--- src/hdl/ftes_pkg.sv ---
// shared types, constants and arithmetic helpers for the two-electron scatter block
package ftes_pkg;

    localparam int NUM_BASIS     = 64;
    localparam int VALUE_WIDTH   = 48;
    localparam int FRACTION_BITS = 32;
    localparam int MAX_SYMMETRY  = 8;

    localparam int BW       = $clog2(NUM_BASIS);
    localparam int TRI_SIZE = NUM_BASIS * (NUM_BASIS + 1) / 2;
    localparam int IW       = 12;
    localparam int WW       = 4;
    localparam int PW       = 2 * VALUE_WIDTH;
    localparam int MH       = VALUE_WIDTH / 2;

    typedef logic signed [VALUE_WIDTH-1:0] val_t;
    typedef logic [IW-1:0]                 idx_t;
    typedef logic [BW-1:0]                 bas_t;
    typedef logic signed [PW-1:0]          wide_t;

    localparam val_t MAX_V   = val_t'({1'b0, {(VALUE_WIDTH-1){1'b1}}});
    localparam val_t MIN_V   = val_t'({1'b1, {(VALUE_WIDTH-1){1'b0}}});
    localparam val_t THIRD_Q = val_t'((64'd1 << FRACTION_BITS) / 3);
    localparam idx_t TRI_LAST = idx_t'(TRI_SIZE - 1);

    localparam logic [1:0] MODE_LOAD  = 2'd0;
    localparam logic [1:0] MODE_ACC   = 2'd1;
    localparam logic [1:0] MODE_READ  = 2'd2;
    localparam logic [1:0] MODE_NONE  = 2'd3;

    localparam logic [1:0] TGT_DC = 2'd0;
    localparam logic [1:0] TGT_DO = 2'd1;
    localparam logic [1:0] TGT_GC = 2'd2;
    localparam logic [1:0] TGT_GO = 2'd3;

    typedef struct packed {
        logic       item_load;
        logic       canon_load;
        logic       term_load;
        logic [1:0] term_sel;
        logic       mem_rd_item;
        logic       mem_wr_item;
        logic       hold_clear;
        logic       hold_capture;
        logic       upd_rd;
        logic [1:0] upd_sel;
        logic       mul_lo;
        logic       mul_hi;
        logic       mul_third;
        logic       prod_load;
        logic       ov_from_prod;
        logic       upd_wr;
        logic       clr_wr;
        idx_t       clr_addr;
        logic       out_load;
    } ftes_cmd_t;

    typedef struct packed {
        logic [1:0] mode;
        logic       need_third;
        logic       last_term;
        logic       term_open;
    } ftes_sts_t;

    function automatic idx_t tri_idx(bas_t x, bas_t y);
        bas_t hi;
        bas_t lo;
        logic [2*BW:0] p;
        hi = (x >= y) ? x : y;
        lo = (x >= y) ? y : x;
        p = (2*BW+1)'(hi) * ((2*BW+1)'(hi) + (2*BW+1)'(1));
        return idx_t'(p >> 1) + idx_t'(lo);
    endfunction

    function automatic val_t sat_add(val_t a, val_t b);
        logic signed [VALUE_WIDTH:0] s;
        s = {a[VALUE_WIDTH-1], a} + {b[VALUE_WIDTH-1], b};
        if (s[VALUE_WIDTH] != s[VALUE_WIDTH-1])
            return s[VALUE_WIDTH] ? MIN_V : MAX_V;
        return s[VALUE_WIDTH-1:0];
    endfunction

    function automatic val_t sat_sub(val_t a, val_t b);
        logic signed [VALUE_WIDTH:0] s;
        s = {a[VALUE_WIDTH-1], a} - {b[VALUE_WIDTH-1], b};
        if (s[VALUE_WIDTH] != s[VALUE_WIDTH-1])
            return s[VALUE_WIDTH] ? MIN_V : MAX_V;
        return s[VALUE_WIDTH-1:0];
    endfunction

    // floor shift of a full product, saturated
    function automatic val_t sat_prod(wide_t p);
        logic [PW-FRACTION_BITS-VALUE_WIDTH:0] top;
        top = p[PW-1:FRACTION_BITS+VALUE_WIDTH-1];
        if ((&top) || !(|top))
            return p[FRACTION_BITS+VALUE_WIDTH-1:FRACTION_BITS];
        return p[PW-1] ? MIN_V : MAX_V;
    endfunction

endpackage

--- src/hdl/ftes_ctrl.sv ---
// controller: clearing pass, item sequencing over terms and updates, handshakes
module ftes_ctrl (
    input  logic                 clk,
    input  logic                 rst_n,
    input  logic                 in_valid,
    output logic                 in_stall,
    output logic                 out_valid,
    input  logic                 out_stall,
    input  logic                 cfg_valid,
    output logic                 cfg_ready,
    input  logic                 cfg_data,
    input  ftes_pkg::ftes_sts_t  sts,
    output ftes_pkg::ftes_cmd_t  cmd
);
    import ftes_pkg::*;

    localparam logic [4:0] S_CLEAR  = 5'd0;
    localparam logic [4:0] S_IDLE   = 5'd1;
    localparam logic [4:0] S_DECODE = 5'd2;
    localparam logic [4:0] S_RDOUT  = 5'd3;
    localparam logic [4:0] S_CANON  = 5'd4;
    localparam logic [4:0] S_TERM   = 5'd5;
    localparam logic [4:0] S_THIRD0 = 5'd6;
    localparam logic [4:0] S_THIRD1 = 5'd7;
    localparam logic [4:0] S_THIRD2 = 5'd8;
    localparam logic [4:0] S_UPD_RD = 5'd9;
    localparam logic [4:0] S_UPD_M0 = 5'd10;
    localparam logic [4:0] S_UPD_M1 = 5'd11;
    localparam logic [4:0] S_UPD_PR = 5'd12;
    localparam logic [4:0] S_UPD_WR = 5'd13;
    localparam logic [4:0] S_DONE   = 5'd14;

    logic [4:0] state_reg, state_next;
    idx_t       clr_cnt_reg, clr_cnt_next;
    logic [1:0] term_sel_reg, term_sel_next;
    logic [1:0] upd_cnt_reg, upd_cnt_next;
    logic       osen_reg;
    logic       out_valid_reg, out_valid_next;
    logic       upd_done, slot_free;

    assign upd_done = (upd_cnt_reg == 2'd3)
                   || (upd_cnt_reg == 2'd1 && !(sts.term_open && osen_reg));
    assign slot_free = !out_valid_reg || !out_stall;

    always_comb
    begin
        state_next = state_reg;
        clr_cnt_next = clr_cnt_reg;
        term_sel_next = term_sel_reg;
        upd_cnt_next = upd_cnt_reg;
        out_valid_next = out_valid_reg && out_stall;
        cmd = '0;
        cmd.term_sel = term_sel_reg;
        cmd.upd_sel = upd_cnt_reg;
        cmd.clr_addr = clr_cnt_reg;
        unique case (state_reg)
            S_CLEAR:
            begin
                cmd.clr_wr = 1'b1;
                clr_cnt_next = clr_cnt_reg + idx_t'(1);
                if (clr_cnt_reg == TRI_LAST)
                    state_next = S_IDLE;
            end
            S_IDLE:
            begin
                if (in_valid)
                begin
                    cmd.item_load = 1'b1;
                    state_next = S_DECODE;
                end
            end
            S_DECODE:
            begin
                cmd.hold_clear = 1'b1;
                unique case (sts.mode)
                    MODE_LOAD:
                    begin
                        cmd.mem_wr_item = 1'b1;
                        state_next = S_DONE;
                    end
                    MODE_READ:
                    begin
                        cmd.mem_rd_item = 1'b1;
                        state_next = S_RDOUT;
                    end
                    MODE_ACC:  state_next = S_CANON;
                    default:   state_next = S_DONE;
                endcase
            end
            S_RDOUT:
            begin
                cmd.hold_capture = 1'b1;
                state_next = S_DONE;
            end
            S_CANON:
            begin
                cmd.canon_load = 1'b1;
                term_sel_next = 2'd0;
                state_next = S_TERM;
            end
            S_TERM:
            begin
                cmd.term_load = 1'b1;
                upd_cnt_next = 2'd0;
                state_next = sts.need_third ? S_THIRD0 : S_UPD_RD;
            end
            S_THIRD0:
            begin
                cmd.mul_third = 1'b1;
                cmd.mul_lo = 1'b1;
                state_next = S_THIRD1;
            end
            S_THIRD1:
            begin
                cmd.mul_third = 1'b1;
                cmd.mul_hi = 1'b1;
                state_next = S_THIRD2;
            end
            S_THIRD2:
            begin
                cmd.ov_from_prod = 1'b1;
                state_next = S_UPD_RD;
            end
            S_UPD_RD:
            begin
                cmd.upd_rd = 1'b1;
                state_next = S_UPD_M0;
            end
            S_UPD_M0:
            begin
                cmd.mul_lo = 1'b1;
                state_next = S_UPD_M1;
            end
            S_UPD_M1:
            begin
                cmd.mul_hi = 1'b1;
                state_next = S_UPD_PR;
            end
            S_UPD_PR:
            begin
                cmd.prod_load = 1'b1;
                state_next = S_UPD_WR;
            end
            S_UPD_WR:
            begin
                cmd.upd_wr = 1'b1;
                if (!upd_done)
                begin
                    upd_cnt_next = upd_cnt_reg + 2'd1;
                    state_next = S_UPD_RD;
                end
                else if (sts.last_term)
                    state_next = S_DONE;
                else
                begin
                    term_sel_next = term_sel_reg + 2'd1;
                    state_next = S_TERM;
                end
            end
            S_DONE:
            begin
                if (slot_free)
                begin
                    cmd.out_load = 1'b1;
                    out_valid_next = 1'b1;
                    state_next = S_IDLE;
                end
            end
            default: state_next = S_IDLE;
        endcase
    end

    always_ff @(posedge clk or negedge rst_n)
    begin
        if (!rst_n)
        begin
            state_reg     <= S_CLEAR;
            clr_cnt_reg   <= '0;
            term_sel_reg  <= '0;
            upd_cnt_reg   <= '0;
            out_valid_reg <= 1'b0;
            osen_reg      <= 1'b0;
        end
        else
        begin
            state_reg     <= state_next;
            clr_cnt_reg   <= clr_cnt_next;
            term_sel_reg  <= term_sel_next;
            upd_cnt_reg   <= upd_cnt_next;
            out_valid_reg <= out_valid_next;
            if (cfg_valid)
                osen_reg <= cfg_data;
        end
    end

    assign in_stall  = state_reg != S_IDLE;
    assign out_valid = out_valid_reg;
    assign cfg_ready = 1'b1;

endmodule

--- config.mk ---
export PLATFORM = sky130hd
export DESIGN_NAME = ftes_ctrl
export DESIGN_NICKNAME = d
export VERILOG_FILES = /design/src/hdl/ftes_pkg.sv /design/src/hdl/ftes_ctrl.sv
export SDC_FILE = /design/constraint.sdc
export NUM_CORES = 1
export LEC_CHECK = 0
export BUFFER_PORTS_ARGS = -buffer_cell sky130_fd_sc_hd__buf_4
export CAP_MARGIN = 15
export CORE_AREA = 3 3 67 57
export CTS_CLUSTER_DIAMETER = 100
export DETAILED_ROUTE_END_ITERATION = 10
export DIE_AREA = 0 0 70 60
export PLACE_DENSITY = 0.73
export SYNTH_ARGS = -nofsm -noshare
export SYNTH_HDL_FRONTEND = slang
export SYNTH_SLANG_ARGS = --single-unit
--- constraint.sdc ---
create_clock -name clk -period 1.6 [get_ports clk]
set_input_delay 0.16 -clock clk [delete_from_list [all_inputs] [get_ports clk]]
set_output_delay 0.16 -clock clk [all_outputs]
set_load 0.05 [all_outputs]
==> qor.csv <==
metric,value,unit
synth_ff_type,dfrtp_1,
vias_per_cell,5.67,
power_density,2060,nW/µm²
clock_latency,280,ps
reg2regPathDepth,7,
ant_nets,0,
largest_register_ffs,12,
cts_tree,yes,
initial_core_util,45.5,%
cts-root-buf,clkbuf_8,
clk_pin_slew_worst_paths,90,ps
finalWorstSetupSlack,-87.6,ps
htreeDepth,1,
synth_nets,171,
post-route-period-util,105,%
crit_path_end,cmd[31],
drc_errors,0,
slew_viol_final,0,
ioPinCount,46,
drv_cap,0,
ys_seq_area_share,38.9,%
path_depth,5,
antenna_found_initial,0,
cts.sinks,22,
synth_edf_count,0,
syn_area_per_cell,9.25,µm²
grt.overflow.total,0,
synth.distinct_cells,39,
routed_wl,4660,µm
r2r-end,state_reg[2],
die_height,60,µm
placedCellCount,242,
fin_skew,9.34,ps
cp.arrival,1530,ps
status,"complete, but fails checks",
cp_slowest_cell,dfrtp_2,
cts_buffers,3,
cp-start-kind,flip-flop,
firstDrtPassIters,4,
nets,242,
worstReg2RegStart,state_reg[0],
crit_chain,buf_4 > nor2b_2 > buf_4 > and3_4 > buf_6,
syn_to_final_growth,65.6,%
crit_required,1440,ps
yosysTopAreaCellShare,38.9,%
r2r_slack,-70,ps
synth_warnings,0,
finalNonFillerCells,263,
cts_buffer_depth,2,
crit_path_start,state_reg[0],
grt_pass1_wl,6840,µm
worstSetupPathType,flip-flop to primary output,
hold_viol_final,0,
drive_above_1_share,54.3,%
grt_max_degree,23,
crit_buf_inv,3,
power,4.84,mW
fin_crit,1690,ps
die_w,70,µm
crit_top_cell,buf_4,
globalplace.congestion,0.862,
dieArea,4200,µm²
final_util,75.4,%
portBuffers,44,
ys_seq_elements,22,
yosysMostFrequentCell,dfrtp_1,
max_stage_delay,410,ps
first_global_vias,1395,
async_reset_ff_share,100,%
coreArea,3110,µm²
synth_common_cells,"22 x dfrtp_1, 14 x nand2_1, 11 x nand3_1, 11 x nor2_1, 10 x inv_1",
grt_usage,20.9,%
synth_area_leader_cell,dfrtp_1,
holdWs,115,ps
synthCells,153,
rows,18,
synth_area_leaders,"dfrtp_1 39%, ha_1 6.2%, xnor2_1 5.0%, nand3_1 3.9%, nand2_1 3.7%",
final-setup-viol-count,11,
n_antenna_cell,0,
worst-path-max-fanout,3,
rsz0062_at_grt,true,
netlist_area,1420,µm²
fmax,593,MHz
tns,-508,ps
hold_class,input pin to flip-flop,
dp_hpwl,2920,µm
max-vdd-ir-drop,0.000913,V
wl_per_cell,17.7,µm
power.leakage,1.11,nW
crit_family,buffers and inverters,
vias,1492,
drt_iter0_drc,101,
end_kind,primary output,
violations,negative setup slack,
[cell usage in the layout, fill, tap and decap left out, drive strengths merged, types with 2 or more instances in the layout]
| cell type | n |
|---|---|
| a21boi | 3 |
| a21oi | 2 |
| a221oi | 3 |
| and2 | 3 |
| and3 | 3 |
| buf | 73 |
| clkbuf | 3 |
| clkinvlp | 2 |
| dfrtp | 22 |
| ha | 7 |
| inv | 8 |
| mux2 | 2 |
| mux2i | 3 |
| nand2 | 14 |
| nand2b | 5 |
| nand3 | 11 |
| nand4 | 3 |
| nor2 | 11 |
| nor2b | 3 |
| nor3 | 8 |
| o21ai | 4 |
| o221ai | 2 |
| or4 | 2 |
| xnor2 | 8 |
| xor2 | 4 |
[how the worst min path moves through the flow]
stage | endpoint | slack [ps] | from | depth (start not counted)
after CTS | osen_reg | 120 | cfg_data | 2
after global routing | osen_reg | 110 | cfg_data | 2
final | osen_reg | 120 | cfg_data | 2
after floorplan | clr_cnt_reg[0] | -140 | rst_n | 0
after detailed placement | clr_cnt_reg[0] | 60 | rst_n | 1
after global placement | osen_reg | 60 | rst_n | 1
[logic make-up after synthesis]
group / synth area share [%]
flops: 38.9
compound gates: 11.0
other cells: 0.265
simple gates: 26.7
mux: 3.71
xor+xnor: 7.43
fa+ha+maj: 6.19
buf+inv: 5.84
[worst reg2reg max path: stages, from the launching register on]
cell	delay [ps]
dfrtp_2	440
buf_4	170
nor2b_2	170
buf_4	150
nand2_4	80
inv_1	70
a221oi_1	350
o21ai_2	110
[per-stage QoR]
stage,area (µm²),setup slack (ps)
6_report,2340,-87.6
5_1_grt,2340,-153
4_1_cts,2190,-89.2
3_5_place_dp,1930,-25.8
3_3_place_gp,1930,14.2
2_1_floorplan,1490,-477
[repair_timing]
action | 4_1_cts | 5_1_grt
endpoints found under the setup margin | 14 | 27
pin swaps | 5 | 8
setup buffers | 11 | 5
hold endpoints to repair | 22 | 0
hold buffers | 1 | 0
gates resized for setup | 29 | 26
[area by class of cell]
class / instances / area (µm²)
Multi-Input combinational cell: 113 / 977
Inverter: 10 / 45.0
Tap cell: 40 / 50.0
Sequential cell: 22 / 558
Fill cell: 194 / 764
Clock inverter: 1 / 30.0
Clock buffer: 3 / 41.3
Timing Repair Buffer: 74 / 642
[routing by layer]
metal	share of wire, %	GRT usage (%)	vias to the layer above
met3	7.0	4.37	15
met4	2.3	4.10	0
met1	39	25.4	725
met2	51	38.9	70
li1	-	-	682
met5	0	0	-
[report_power, final]
part	internal, mW	switching [mW]	total [mW]
clock network	0.335	0.198	0.533
logic	1.36	1.96	3.32
registers	0.731	0.252	0.983
(Power assumes the default switching activity.)
